<file path="config.mk">
export PLATFORM = sky130hd
export DESIGN_NAME = hmac_sha1_engine_flat
export DESIGN_NICKNAME = d
export VERILOG_FILES = /design/src/hsha_pkg.sv /design/src/hsha_in_if.sv /design/src/hsha_out_if.sv /design/src/hsha_dp.sv /design/src/hsha_ctrl.sv /design/src/hmac_sha1_engine.sv /design/src/flat_wrapper.sv
export SDC_FILE = /design/constraint.sdc
export NUM_CORES = 2
export LEC_CHECK = 0
export BUFFER_PORTS_ARGS = -buffer_cell sky130_fd_sc_hd__buf_2
export CORE_MARGIN = 5
export CORE_UTILIZATION = 58
export CTS_CLUSTER_DIAMETER = 150
export DETAILED_ROUTE_END_ITERATION = 10
export PLACE_DENSITY = 0.77
export REMOVE_ABC_BUFFERS = 1
export SETUP_SLACK_MARGIN = 0.4
export SYNTH_ARGS = -nofsm -noshare
export SYNTH_HDL_FRONTEND = slang
export SYNTH_SLANG_ARGS = --single-unit
</file>
<file path="constraint.sdc">
create_clock -name clk -period 20.1 [get_ports clk]
set_input_delay 2.01 -clock clk [delete_from_list [all_inputs] [get_ports clk]]
set_output_delay 2.01 -clock clk [all_outputs]
set_load 0.01 [all_outputs]
</file>
<file path="src/hsha_pkg.sv">
// Shared types and constants for the HMAC-SHA-1 engine.
package hsha_pkg;

	localparam logic [1:0] MODE_KEY = 2'd0;
	localparam logic [1:0] MODE_MSG = 2'd1;
	localparam logic [1:0] MODE_FIN = 2'd2;

	localparam logic [31:0] K0 = 32'h5A827999;
	localparam logic [31:0] K1 = 32'h6ED9EBA1;
	localparam logic [31:0] K2 = 32'h8F1BBCDC;
	localparam logic [31:0] K3 = 32'hCA62C1D6;

	localparam logic [159:0] SHA1_IV = {32'h67452301, 32'hEFCDAB89, 32'h98BADCFE,
		32'h10325476, 32'hC3D2E1F0};

	localparam logic [7:0] IPAD = 8'h36;
	localparam logic [7:0] OPAD = 8'h5c;
	localparam logic [7:0] PAD_MARK = 8'h80;
	localparam logic [5:0] LEN_FILL = 6'd56;  // 448 bits

	typedef enum logic [2:0] {
		SRC_IN,
		SRC_KEY,
		SRC_MARK,
		SRC_ZERO,
		SRC_LEN,
		SRC_DIG
	} src_t;

	typedef struct packed {
		logic       init;
		logic       absorb;
		src_t       src;
		logic [6:0] idx;
		logic       cstart;
		logic       round;
		logic       cend;
		logic       latch_in;
		logic       latch_dig;
		logic       key_wr;
		logic       key_new;
		logic [5:0] key_addr;
		logic       outer;
		logic [2:0] out_idx;
	} cmd_t;

	typedef struct packed {
		logic [5:0] fill;
	} stat_t;

endpackage

</file>
<file path="src/hsha_in_if.sv">
// Input channel: mode and data byte.
interface hsha_in_if;
	logic       valid;
	logic       ready;
	logic [1:0] mode;
	logic [7:0] data_byte;
	modport source (output valid, mode, data_byte, input ready);
	modport sink (input valid, mode, data_byte, output ready);
endinterface

</file>
<file path="src/hsha_out_if.sv">
// Output channel: digest words.
interface hsha_out_if;
	logic        valid;
	logic        ready;
	logic [31:0] digest_word;
	logic [2:0]  word_index;
	logic        last_word;
	modport source (output valid, digest_word, word_index, last_word, input ready);
	modport sink (input valid, digest_word, word_index, last_word, output ready);
endinterface

</file>
<file path="src/hsha_dp.sv">
// Datapath: key store, block window, SHA-1 round unit and chaining values.
module hsha_dp (
	input  logic                clk,
	input  logic                arst_n,
	input  hsha_pkg::cmd_t      cmd,
	input  logic [7:0]          data_byte,
	output hsha_pkg::stat_t     stat,
	output logic [31:0]         digest_word
);
	logic [7:0]   key_mem [64];
	logic [6:0]   key_fill_q;
	logic [7:0]   key_rd_q;
	logic         key_ok_q;
	logic [7:0]   hold_q;
	logic [511:0] blk_q;
	logic [5:0]   fill_q;
	logic [63:0]  bits_q;
	logic [63:0]  len_q;
	logic [159:0] chain_q;
	logic [159:0] dig_q;
	logic [31:0]  a_q, b_q, c_q, d_q, e_q;
	logic [7:0]   byte_mux;
	logic [63:0]  len_sh;
	logic [159:0] dig_sh;
	logic [31:0]  f, k, w_new, tmp;

	assign stat.fill = fill_q;

	always_ff @(posedge clk) begin
		if (cmd.key_wr) begin
			if (cmd.key_new) begin
				key_mem[0] <= data_byte;
			end else if (!key_fill_q[6]) begin
				key_mem[key_fill_q[5:0]] <= data_byte;
			end
		end
		key_rd_q <= key_mem[cmd.key_addr];
		key_ok_q <= {1'b0, cmd.key_addr} < key_fill_q;
	end

	always_ff @(posedge clk or negedge arst_n) begin
		if (!arst_n) begin
			key_fill_q <= '0;
		end else if (cmd.key_wr) begin
			if (cmd.key_new) key_fill_q <= 7'd1;
			else if (!key_fill_q[6]) key_fill_q <= key_fill_q + 7'd1;
		end
	end

	assign len_sh = len_q << {cmd.idx[2:0], 3'b000};
	assign dig_sh = dig_q << {cmd.idx[4:0], 3'b000};

	always_comb begin
		case (cmd.src)
			hsha_pkg::SRC_IN:   byte_mux = hold_q;
			hsha_pkg::SRC_KEY:  byte_mux = (key_ok_q ? key_rd_q : 8'h00) ^
				(cmd.outer ? hsha_pkg::OPAD : hsha_pkg::IPAD);
			hsha_pkg::SRC_MARK: byte_mux = hsha_pkg::PAD_MARK;
			hsha_pkg::SRC_LEN:  byte_mux = len_sh[63:56];
			hsha_pkg::SRC_DIG:  byte_mux = dig_sh[159:152];
			default:            byte_mux = 8'h00;
		endcase
	end

	always_comb begin
		if (cmd.idx < 7'd20) begin
			f = (b_q & c_q) | (~b_q & d_q);
			k = hsha_pkg::K0;
		end else if (cmd.idx < 7'd40) begin
			f = b_q ^ c_q ^ d_q;
			k = hsha_pkg::K1;
		end else if (cmd.idx < 7'd60) begin
			f = (b_q & c_q) | (b_q & d_q) | (c_q & d_q);
			k = hsha_pkg::K2;
		end else begin
			f = b_q ^ c_q ^ d_q;
			k = hsha_pkg::K3;
		end
	end

	// window word 0 is W[t]; the appended word is W[t+16]
	assign w_new = blk_q[95:64] ^ blk_q[255:224] ^ blk_q[447:416] ^ blk_q[511:480];
	assign tmp = {a_q[26:0], a_q[31:27]} + f + e_q + k + blk_q[511:480];

	always_ff @(posedge clk) begin
		if (cmd.latch_in) hold_q <= data_byte;
		if (cmd.latch_dig) dig_q <= chain_q;
		if (cmd.absorb) begin
			blk_q <= {blk_q[503:0], byte_mux};
			if (cmd.src == hsha_pkg::SRC_MARK) len_q <= bits_q;
		end else if (cmd.round) begin
			blk_q <= {blk_q[479:0], w_new[30:0], w_new[31]};
		end
		if (cmd.cstart) begin
			{a_q, b_q, c_q, d_q, e_q} <= chain_q;
		end else if (cmd.round) begin
			a_q <= tmp;
			b_q <= a_q;
			c_q <= {b_q[1:0], b_q[31:2]};
			d_q <= c_q;
			e_q <= d_q;
		end
	end

	always_ff @(posedge clk or negedge arst_n) begin
		if (!arst_n) begin
			chain_q <= hsha_pkg::SHA1_IV;
			fill_q  <= '0;
			bits_q  <= '0;
		end else if (cmd.init) begin
			chain_q <= hsha_pkg::SHA1_IV;
			fill_q  <= '0;
			bits_q  <= '0;
		end else begin
			if (cmd.absorb) begin
				fill_q <= fill_q + 6'd1;
				bits_q <= bits_q + 64'd8;
			end
			if (cmd.cend) begin
				chain_q <= {chain_q[159:128] + a_q, chain_q[127:96] + b_q,
					chain_q[95:64] + c_q, chain_q[63:32] + d_q, chain_q[31:0] + e_q};
			end
		end
	end

	always_comb begin
		case (cmd.out_idx)
			3'd0:    digest_word = chain_q[159:128];
			3'd1:    digest_word = chain_q[127:96];
			3'd2:    digest_word = chain_q[95:64];
			3'd3:    digest_word = chain_q[63:32];
			default: digest_word = chain_q[31:0];
		endcase
	end

endmodule

</file>
<file path="src/hsha_ctrl.sv">
// Controller: sequences key load, absorb, padding, compression and output.
module hsha_ctrl (
	input  logic                clk,
	input  logic                arst_n,
	input  logic                in_valid,
	input  logic [1:0]          in_mode,
	output logic                in_ready,
	output logic                out_valid,
	input  logic                out_ready,
	output hsha_pkg::cmd_t      cmd,
	input  hsha_pkg::stat_t     stat
);
	typedef enum logic [10:0] {
		S_IDLE   = 11'b00000000001,
		S_KEY    = 11'b00000000010,
		S_MSG    = 11'b00000000100,
		S_PADM   = 11'b00000001000,
		S_PADZ   = 11'b00000010000,
		S_LEN    = 11'b00000100000,
		S_DIG    = 11'b00001000000,
		S_CSTART = 11'b00010000000,
		S_ROUND  = 11'b00100000000,
		S_CEND   = 11'b01000000000,
		S_OINIT  = 11'b10000000000
	} state_t;

	state_t     st_q, ret_q, after;
	logic       out_q;
	logic [6:0] cnt_q;
	logic       open_q, prev_key_q, outer_q, fin_q;
	logic       acc;
	logic       full;
	logic [5:0] fill_nx;

	assign acc = in_valid && in_ready;
	assign full = stat.fill == 6'd63;
	assign fill_nx = stat.fill + 6'd1;
	assign out_valid = out_q;

	always_comb begin
		cmd = '0;
		cmd.outer = outer_q;
		cmd.idx = cnt_q;
		cmd.key_addr = cnt_q[5:0];
		cmd.out_idx = cnt_q[2:0];
		in_ready = 1'b0;
		after = S_IDLE;
		unique case (st_q)
			S_IDLE: begin
				in_ready = !out_q;
				if (acc) begin
					if (in_mode == hsha_pkg::MODE_KEY) begin
						cmd.key_wr = 1'b1;
						cmd.key_new = !prev_key_q;
					end else if (in_mode == hsha_pkg::MODE_MSG ||
						in_mode == hsha_pkg::MODE_FIN) begin
						cmd.latch_in = 1'b1;
						cmd.init = !open_q;
					end
				end
			end
			S_KEY: begin
				cmd.absorb = cnt_q != 7'd0;
				cmd.src = hsha_pkg::SRC_KEY;
				after = outer_q ? S_DIG : (fin_q ? S_PADM : S_MSG);
			end
			S_MSG: begin
				cmd.absorb = 1'b1;
				cmd.src = hsha_pkg::SRC_IN;
				after = S_IDLE;
			end
			S_PADM: begin
				cmd.absorb = 1'b1;
				cmd.src = hsha_pkg::SRC_MARK;
				after = (fill_nx == hsha_pkg::LEN_FILL) ? S_LEN : S_PADZ;
			end
			S_PADZ: begin
				cmd.absorb = 1'b1;
				cmd.src = hsha_pkg::SRC_ZERO;
				after = (fill_nx == hsha_pkg::LEN_FILL) ? S_LEN : S_PADZ;
			end
			S_LEN: begin
				cmd.absorb = 1'b1;
				cmd.src = hsha_pkg::SRC_LEN;
				after = (cnt_q == 7'd7) ? (outer_q ? S_IDLE : S_OINIT) : S_LEN;
			end
			S_DIG: begin
				cmd.absorb = 1'b1;
				cmd.src = hsha_pkg::SRC_DIG;
				after = (cnt_q == 7'd19) ? S_PADM : S_DIG;
			end
			S_CSTART: cmd.cstart = 1'b1;
			S_ROUND:  cmd.round = 1'b1;
			S_CEND:   cmd.cend = 1'b1;
			S_OINIT: begin
				cmd.latch_dig = 1'b1;
				cmd.init = 1'b1;
			end
			default: ;
		endcase
	end

	always_ff @(posedge clk or negedge arst_n) begin
		if (!arst_n) begin
			st_q       <= S_IDLE;
			ret_q      <= S_IDLE;
			out_q      <= 1'b0;
			cnt_q      <= '0;
			open_q     <= 1'b0;
			prev_key_q <= 1'b0;
			outer_q    <= 1'b0;
			fin_q      <= 1'b0;
		end else begin
			unique case (st_q) inside
				S_IDLE: begin
					if (out_q) begin
						if (out_ready) begin
							if (cnt_q == 7'd4) begin
								out_q  <= 1'b0;
								open_q <= 1'b0;
								cnt_q  <= '0;
							end else begin
								cnt_q <= cnt_q + 7'd1;
							end
						end
					end else if (acc) begin
						if (in_mode == hsha_pkg::MODE_KEY) begin
							prev_key_q <= 1'b1;
							open_q     <= 1'b0;
						end else if (in_mode == hsha_pkg::MODE_MSG ||
							in_mode == hsha_pkg::MODE_FIN) begin
							prev_key_q <= 1'b0;
							fin_q      <= in_mode == hsha_pkg::MODE_FIN;
							cnt_q      <= '0;
							if (!open_q) begin
								open_q  <= 1'b1;
								outer_q <= 1'b0;
								st_q    <= S_KEY;
							end else begin
								st_q <= (in_mode == hsha_pkg::MODE_FIN) ? S_PADM : S_MSG;
							end
						end
					end
				end
				S_KEY: begin
					cnt_q <= cnt_q + 7'd1;
					if (cnt_q == 7'd64) begin
						ret_q <= after;
						st_q  <= S_CSTART;
					end
				end
				S_MSG, S_PADM, S_PADZ, S_LEN, S_DIG: begin
					if (st_q == S_LEN || st_q == S_DIG) begin
						cnt_q <= (after == st_q) ? cnt_q + 7'd1 : 7'd0;
					end else begin
						cnt_q <= '0;
					end
					if (full) begin
						ret_q <= after;
						st_q  <= S_CSTART;
					end else begin
						st_q <= after;
					end
				end
				S_CSTART: begin
					cnt_q <= '0;
					st_q  <= S_ROUND;
				end
				S_ROUND: begin
					cnt_q <= cnt_q + 7'd1;
					if (cnt_q == 7'd79) st_q <= S_CEND;
				end
				S_CEND: begin
					cnt_q <= '0;
					st_q  <= ret_q;
					// the outer length block ends the job: start emitting
					if (ret_q == S_IDLE && outer_q) out_q <= 1'b1;
				end
				S_OINIT: begin
					outer_q <= 1'b1;
					cnt_q   <= '0;
					st_q    <= S_KEY;
				end
				default: st_q <= S_IDLE;
			endcase
		end
	end

endmodule

</file>
<file path="src/hmac_sha1_engine.sv">
// HMAC-SHA-1 engine top level: controller plus datapath.
// Key beats are stored while idle. A message beat is latched, then absorbed, with a
// compression when it completes a block. Opening a message adds keyed-pad absorb and
// a compression. Finish: padding, outer hash and up to four compressions, then five
// output beats. Rate is set by the single SHA-1 round unit, one round per cycle.
// arst_n clears key length, message state and the chaining values.
module hmac_sha1_engine (
	input logic         clk,
	input logic         arst_n,
	hsha_in_if.sink     req,
	hsha_out_if.source  rsp
);
	hsha_pkg::cmd_t  cmd;
	hsha_pkg::stat_t stat;

	hsha_ctrl u_ctrl (
		.clk       (clk),
		.arst_n    (arst_n),
		.in_valid  (req.valid),
		.in_mode   (req.mode),
		.in_ready  (req.ready),
		.out_valid (rsp.valid),
		.out_ready (rsp.ready),
		.cmd       (cmd),
		.stat      (stat)
	);

	hsha_dp u_dp (
		.clk         (clk),
		.arst_n      (arst_n),
		.cmd         (cmd),
		.data_byte   (req.data_byte),
		.stat        (stat),
		.digest_word (rsp.digest_word)
	);

	assign rsp.word_index = cmd.out_idx;
	assign rsp.last_word  = cmd.out_idx == 3'd4;

endmodule

</file>
<file path="src/flat_wrapper.sv">
// flat-port wrapper written by rule: the top's interface ports become plain ports
module hmac_sha1_engine_flat 
  (clk, arst_n, req_valid, req_mode, req_data_byte, req_ready, rsp_valid, rsp_digest_word, rsp_word_index, rsp_last_word, rsp_ready);
  hsha_in_if req_i ();
  hsha_out_if rsp_i ();
  input logic clk;
  input logic arst_n;
  input wire logic [$bits(req_i.valid)-1:0] req_valid;
  input wire logic [$bits(req_i.mode)-1:0] req_mode;
  input wire logic [$bits(req_i.data_byte)-1:0] req_data_byte;
  output wire logic [$bits(req_i.ready)-1:0] req_ready;
  output wire logic [$bits(rsp_i.valid)-1:0] rsp_valid;
  output wire logic [$bits(rsp_i.digest_word)-1:0] rsp_digest_word;
  output wire logic [$bits(rsp_i.word_index)-1:0] rsp_word_index;
  output wire logic [$bits(rsp_i.last_word)-1:0] rsp_last_word;
  input wire logic [$bits(rsp_i.ready)-1:0] rsp_ready;
  assign req_i.valid = req_valid;
  assign req_i.mode = req_mode;
  assign req_i.data_byte = req_data_byte;
  assign req_ready = req_i.ready;
  assign rsp_valid = rsp_i.valid;
  assign rsp_digest_word = rsp_i.digest_word;
  assign rsp_word_index = rsp_i.word_index;
  assign rsp_last_word = rsp_i.last_word;
  assign rsp_i.ready = rsp_ready;
  hmac_sha1_engine u_core (.clk(clk), .arst_n(arst_n), .req(req_i), .rsp(rsp_i));
endmodule
</file>
# --- After elaboration in Yosys (flattened, before gate mapping) ---
# Memory sizes are Yosys's and may differ from the RTL's. A register that Yosys moved wholly into a read port is not among the register bits.
# Cells that the tools add are included.
op_classes:
  n_mul: 0
  reduce_logical: 37
  bitwise: 16
  magnitude_cmp: 4
  n_addsub: 13
  n_eq_ne: 46
  div: 0
  n_mux: 105
  shifts: 2
op_table:
  columns: ["op", "count"]
  rows:
  - ["512-bit two-way mux", 2]
  - ["32-bit two-way mux", 15]
  - ["160-bit two-way mux", 2]
  - ["32-bit adder", 9]
  - ["160-bit by 8-bit left shift with 160-bit output", 1]
  - ["32-bit XOR", 5]
  - ["32-bit bitwise AND", 4]
  - ["64-bit two-way mux", 2]
  - ["32-bit case mux with 4 select lines", 1]
  - ["11-bit two-way mux", 11]
  - ["32-bit OR", 3]
  - ["7-bit two-way mux", 13]
  - ["11-bit case mux with 7 select lines", 1]
  - ["64-bit by 4-bit adder with 64-bit output (second input constant)", 1]
  - ["64-bit by 6-bit left shift with 64-bit output", 1]
  - ["11-bit case mux with 4 select lines", 1]
  - ["8-bit case mux with 5 select lines", 1]
  - ["1-bit two-way mux", 37]
  - ["32-bit NOT", 1]
  - ["31-bit two-way mux", 1]
  - ["7-bit case mux with 4 select lines", 1]
  - ["6-bit two-way mux", 4]
  - ["4-bit case mux with 6 select lines", 1]
  - ["11-bit by 1-bit equality test with 1-bit output (second input constant)", 2]
  - ["other kinds (54)", 103]
totals:
  reg_bits: 1176
  ramBits: 512
  mem_count: 1
  inputBits: 14
  elab_cells: 247
  latch_bits: 0
  rom_bits: 0
mem_list:
  columns: ["name", "depth", "width", "rd", "rd_ports_with_merged_regs", "write_ports", "line", "rtl"]
  rows:
  - ["u_core.u_dp.key_mem", 64, 8, 1, 1, 1, "hsha_dp.sv:10", "logic [7:0] key_mem [64];"]

# --- Logic depth before layout (Yosys ltp) ---
depth:
  depth_word: 12
  ltp_mapped: 26
  depth_no_buf: 25

# --- Modules after synthesis ---
# A second synthesis with hierarchy kept.
unflattened:
  cells_unflattened: 5745
  hier_area_um2: 83487.6
by_module_without_submodules:
  columns: ["module", "area_each_um2", "n_inst", "cells_each", "seq_area_each_um2"]
  rows:
  - ["hsha_dp", 81272.9, 1, 5494, 48566.6]
  - ["hsha_ctrl", 2202.1, 1, 250, 753.2]
  - ["hmac_sha1_engine", 12.5, 1, 1, 0.0]

# --- Least setup slack after synthesis ---
# OpenSTA, ideal clock, no wires.
synth_timing:
  path_kind: "register -> register"
  from: "register u_core.u_ctrl.st_q[5]"
  to: "register u_core.u_dp.chain_q[159]"
  n_path_buf: 1
  t_arrival_ns: 19.970
  t_required_ns: 19.969
  setup_slack_ns: -0.001
  path_stages_with_launch: 10
  synth_period_minus_slack_ns: 20.101
  cell_sequence: "dfrtp_1 buf_2 nor4_2 nand2_1 nor4b_1 nor2_1 a21bo_2 nand2_1 a21oi_1 or3b_1"
synth_between:
  elab_chain_len: 6
  word_cells_on_any_way: 10
  classes_between: "eq/ne (3); mux (5); reduce/logical (2)"
synth_rtl:
  columns: ["item", "line", "rtl"]
  rows:
  - ["start, declared", "hsha_ctrl.sv:27", "state_t st_q, ret_q, after;"]
  - ["start signal, assigned", "hsha_ctrl.sv:140", "st_q <= (in_mode == hsha_pkg::MODE_FIN) ? S_PADM : S_MSG;"]
  - ["start signal, assigned", "hsha_ctrl.sv:162", "st_q <= after;"]
  - ["start signal, assigned", "hsha_ctrl.sv:175", "st_q <= ret_q;"]
  - ["11-bit by 1-bit equality test with 1-bit output", "hsha_ctrl.sv:48", "unique case (st_q)"]
  - ["1-bit two-way mux", "hsha_ctrl.sv:48", null]
  - ["1-bit logical AND", "hsha_ctrl.sv:35", "assign acc = in_valid && in_ready;"]
  - ["1-bit two-way mux", "hsha_ctrl.sv:51", "if (acc) begin"]
  - ["1-bit case mux with 2 select lines", "hsha_ctrl.sv:48", null]
  - ["160-bit two-way mux / 2-bit nonzero test (equally long branches)", null, null]
  - ["end signal, assigned", "hsha_dp.sv:107", "chain_q <= hsha_pkg::SHA1_IV;"]
  - ["end signal, assigned", "hsha_dp.sv:111", "chain_q <= hsha_pkg::SHA1_IV;"]
  - ["end signal, assigned", "hsha_dp.sv:120", "chain_q <= {chain_q[159:128] + a_q, chain_q[127:96] + b_q,"]
  - ["end, declared", "hsha_dp.sv:19", "logic [159:0] chain_q;"]
# Several ways; a longest one is shown, not always the timed one.
# A chain may end at the register's enable or synchronous reset.

# --- Final worst setup path ---
layout_timing:
  from: "register u_core.u_ctrl.cnt_q[2]"
  to: "register u_core.u_dp.a_q[30] (data pin)"
layout_between:
  elab_chain_len: 10
  word_cells_on_any_way: 15
  classes_between: "add/sub (4); order compare (3); mux (8)"
layout_rtl:
  columns: ["item", "line", "rtl"]
  rows:
  - ["start, declared", "hsha_ctrl.sv:29", "logic [6:0] cnt_q;"]
  - ["start signal, assigned", "hsha_ctrl.sv:123", "cnt_q <= cnt_q + 7'd1;"]
  - ["start signal, assigned", "hsha_ctrl.sv:146", "cnt_q <= cnt_q + 7'd1;"]
  - ["start signal, assigned", "hsha_ctrl.sv:154", "cnt_q <= (after == st_q) ? cnt_q + 7'd1 : 7'd0;"]
  - ["7-bit by 6-bit < comparator with 1-bit output", "hsha_dp.sv:72", "end else if (cmd.idx < 7'd60) begin"]
  - ["32-bit two-way mux", "hsha_dp.sv:72", null]
  - ["32-bit two-way mux", "hsha_dp.sv:69", "end else if (cmd.idx < 7'd40) begin"]
  - ["32-bit two-way mux", "hsha_dp.sv:66", "if (cmd.idx < 7'd20) begin"]
  - ["32-bit adder (2 in series)", "hsha_dp.sv:83", "assign tmp = {a_q[26:0], a_q[31:27]} + f + e_q + k + blk_q[511:480];"]
  - ["32-bit adder * (2 in series)", "hsha_dp.sv:83", null]
  - ["32-bit two-way mux *", "hsha_dp.sv:96", "end else if (cmd.round) begin"]
  - ["32-bit two-way mux *", "hsha_dp.sv:94", "if (cmd.cstart) begin"]
  - ["end signal, assigned", "hsha_dp.sv:95", "{a_q, b_q, c_q, d_q, e_q} <= chain_q;"]
  - ["end signal, assigned", "hsha_dp.sv:97", "a_q <= tmp;"]
  - ["end, declared", "hsha_dp.sv:21", "logic [31:0] a_q, b_q, c_q, d_q, e_q;"]
# Every way passes the cells marked *; elsewhere a longest branch is shown, timed or not. The select of a mux whose other input is x is not followed.

==> results.sh <==
export IMPL_status="finished clean"
export IMPL_ys_types=98
export IMPL_synth_seq_cells=1686
export IMPL_critPathArrivalTime_ns=8.95
export IMPL_grt_antenna_before_repair=10
export IMPL_final_common_cell="nand2_1"
export IMPL_cts_resized=0
export IMPL_ir_drop_mv=0.113
export IMPL_fmax_mhz=119
export IMPL_synth_top_area_frac=0.512
export IMPL_die_h_um=388
export IMPL_drt_iter0_markers=7447
export IMPL_instances_no_fill=8993
export IMPL_viasPerCell=6.33
export IMPL_grt_max_degree=274
export IMPL_worstSetupPathType="flop to flop"
export IMPL_critical_path_buf_inv_count=9
export IMPL_synthTopCellsByArea="edfxtp_1, nand2_1, mux4_2"
export IMPL_area_delta_synth_final_pct=9.27
export IMPL_finClkSkew_ns=0.0567
export IMPL_syn_area_um2=82900
export IMPL_globalplace_congestion=1.04
export IMPL_leakage_nw=34.7
export IMPL_clk_pin_slew_ns=0.06
export IMPL_wire_per_inst_um=25.7
export IMPL_place_hpwl_um=153000
export IMPL_maxCapViolCount=0
export IMPL_cp_end_kind="flop"
export IMPL_worst_ep_required_time_ns=20.62
export IMPL_cts_tree="built"
export IMPL_yosysWarnings=0
export IMPL_routed_via_count=56900
export IMPL_startpoint_type="flop"
export IMPL_core_um2=142000
export IMPL_syn_inst=7005
export IMPL_hold_path_class="flop to flop"
export IMPL_fin_nets=7307
export IMPL_worst_slew_pin_transition_ns=1.36
export IMPL_first_global_vias=54400
export IMPL_htreeDepth=4
export IMPL_dp_cells=8678
export IMPL_clock_sinks=1686
export IMPL_portBuffers=51
export IMPL_clockBufferDepth=3
export IMPL_synthFlopType="edfxtp_1"
export IMPL_first_pass_iters=8
export IMPL_cp_max_fo=73
export IMPL_cp_top_family="simple AND/OR/NAND/NOR gates"
export IMPL_clock_latency_ns=0.85
export IMPL_start_util=0.585
export IMPL_fp_row_count=138
export IMPL_wirelength_um=231000
export IMPL_antenna_left=0
export IMPL_power_density_nw_per_um2=129
export IMPL_boundaryPins=52
export IMPL_tns_ns=0
export IMPL_dieArea_um2=151000
export IMPL_remaining_drc_errors=0
export IMPL_worst_path_max_delay_cell="dfrtp_2"
export IMPL_ys_seq_area_frac=0.595
export IMPL_r2r_slack_ns=11.67
export IMPL_cts_buffers=168
export IMPL_slew_headroom=0.0966
export IMPL_grt_pass1_wl_um=344000
export IMPL_hold_viol_final=0
export IMPL_cts_hold_buffers_added=0
export IMPL_avgSynthCellArea_um2=11.8
export IMPL_cts_root_buffer_cell="clkbuf_16"
export IMPL_grt_total_usage=0.302
export IMPL_min_period_ns=8.43
export IMPL_grt_overflow=0
export IMPL_drive_gt1_frac=0.104
export IMPL_synth_top_cell_by_area="edfxtp_1"
export IMPL_finalMaxSlewViolations=0
export IMPL_fin_crit_sh=0.420
export IMPL_synthArstFlopShare=0.157
export IMPL_fillCellCount=10300
export IMPL_rsz0062_at_grt="no"
export IMPL_slowest_delay_ns=1.13
export IMPL_multiInputGateArea_um2=31600
export IMPL_layout_common_cells="nand2_1, edfxtp_1, nor2_1"
export IMPL_die_x_um=388
export IMPL_synth_edf_count=1413
export IMPL_final_seq_area_um2=49300
export IMPL_postCtsSetupRepairBufs=0
export IMPL_setup_viol=0
report_power, final:
group          internal [W]  total (W)  switching, W
Clock               0.00183    0.00323       0.00140
Combinational       0.00147    0.00356       0.00209
Sequential          0.00430    0.00488      0.000570
Total               0.00761     0.0117       0.00406
cell usage after synthesis, types with 28 or more instances:
master       n
edfxtp_1  1413
a22oi_1     64
clkbuf_1   253
mux4_2     224
o22ai_1     28
nand3_1    136
fa_1       125
a21oi_1    276
nand2_1   2017
xnor2_1    195
mux2i_1     28
and3_1      34
a21o_1      98
nor3_1      83
dfrtp_1    182
ha_1       210
o21a_1      62
inv_1      226
nor2_1     339
buf_1       43
nand2b_1    36
dfstp_2     82
xor2_1     125
o21ai_0    299
state kept, by name, indices dropped and copies added (netlist names), 6 cells and up:
register,count
u_core.u_dp.e_q,32
u_core.u_ctrl.ret_q,7
u_core.u_dp.len_q,61
u_core.u_dp.blk_q,512
u_core.u_ctrl.cnt_q,7
u_core.u_dp.dig_q,160
u_core.u_dp.key_rd_q,8
u_core.u_dp.a_q,32
u_core.u_ctrl.st_q,11
u_core.u_dp.c_q,32
u_core.u_dp.d_q,32
u_core.u_dp.chain_q,160
u_core.u_dp.bits_q,61
u_core.u_dp.b_q,32
u_core.u_dp.hold_q,8
u_core.u_dp.stat,6
u_core.u_dp.key_mem,512
u_core.u_dp.key_fill_q,7
area by class of cell:
class / instances / area share
flip-flops and latches: 1686 / 0.544
multi-input cells: 4770 / 0.349
clock buffers: 219 / 0.0500
well taps: 1890 / 0.0261
clock inverters: 94 / 0.0130
inverters: 228 / 0.00944
repair buffers: 104 / 0.00828
diodes: 2 / 0.0000552
worst paths after layout:
path | start | cells after the start | endpoint
worst max-delay path | u_core.u_ctrl.cnt_q[2] | 29 | u_core.u_dp.a_q[30]
worst min-delay path | u_core.u_dp.bits_q[45] | 0 | u_core.u_dp.len_q[45]
worst max register to register | u_core.u_ctrl.cnt_q[2] | 29 | u_core.u_dp.a_q[30]
min in group asynchronous | arst_n | 1 | u_core.u_dp.chain_q[41]
worst min register to register | u_core.u_dp.bits_q[45] | 0 | u_core.u_dp.len_q[45]
max in group asynchronous | arst_n | 3 | u_core.u_ctrl.cnt_q[2]
cell families (layout without fill, tap and decap cells):
family,count (synthesis),after routing,synth area share
xor+xnor,320,320,0.0338
other cells,0,2,0
mux,271,271,0.0668
buf+inv,549,645,0.0253
compound gates,1034,1034,0.0781
simple gates,2810,2810,0.139
flops,1686,1686,0.595
fa+ha+maj,335,335,0.0619
stage by stage:
stage	worst slack [ns]	instance area, um2	util	power [W]	hold slack [ns]
finish	11.67	90600	0.639	0.0117	0.483
global placement	11.93	84900	0.599	0.00828	0.458
floorplan	-18.69	81700	-	0.00755	0.446
CTS	11.79	90600	0.639	0.0116	0.477
detailed placement	11.81	84900	0.599	0.00837	0.472
global route	11.18	90600	0.639	0.0122	0.486
worst reg2reg max path, delay by kind of cell, from the launching register on:
family,cells,cell delay (ns)
AND/OR/NAND/NOR,7,2.15
AO/OA/AOI/OAI,9,1.59
adder cells (fa/ha/maj),3,1.37
flip-flops,1,1.13
XOR/XNOR,1,0.16
buffers and inverters,9,1.78
metal layers:
metal	part of all wire	vias up	GRT usage	wire, um
met5	0.00038	-	0	88
met4	0.051	14	0.134	11800
met3	0.12	570	0.0748	27100
met2	0.45	3355	0.456	104000
met1	0.38	28100	0.423	88400
li1	-	24800	-	-
No activity file was read; power rests on OpenSTA's default activity.
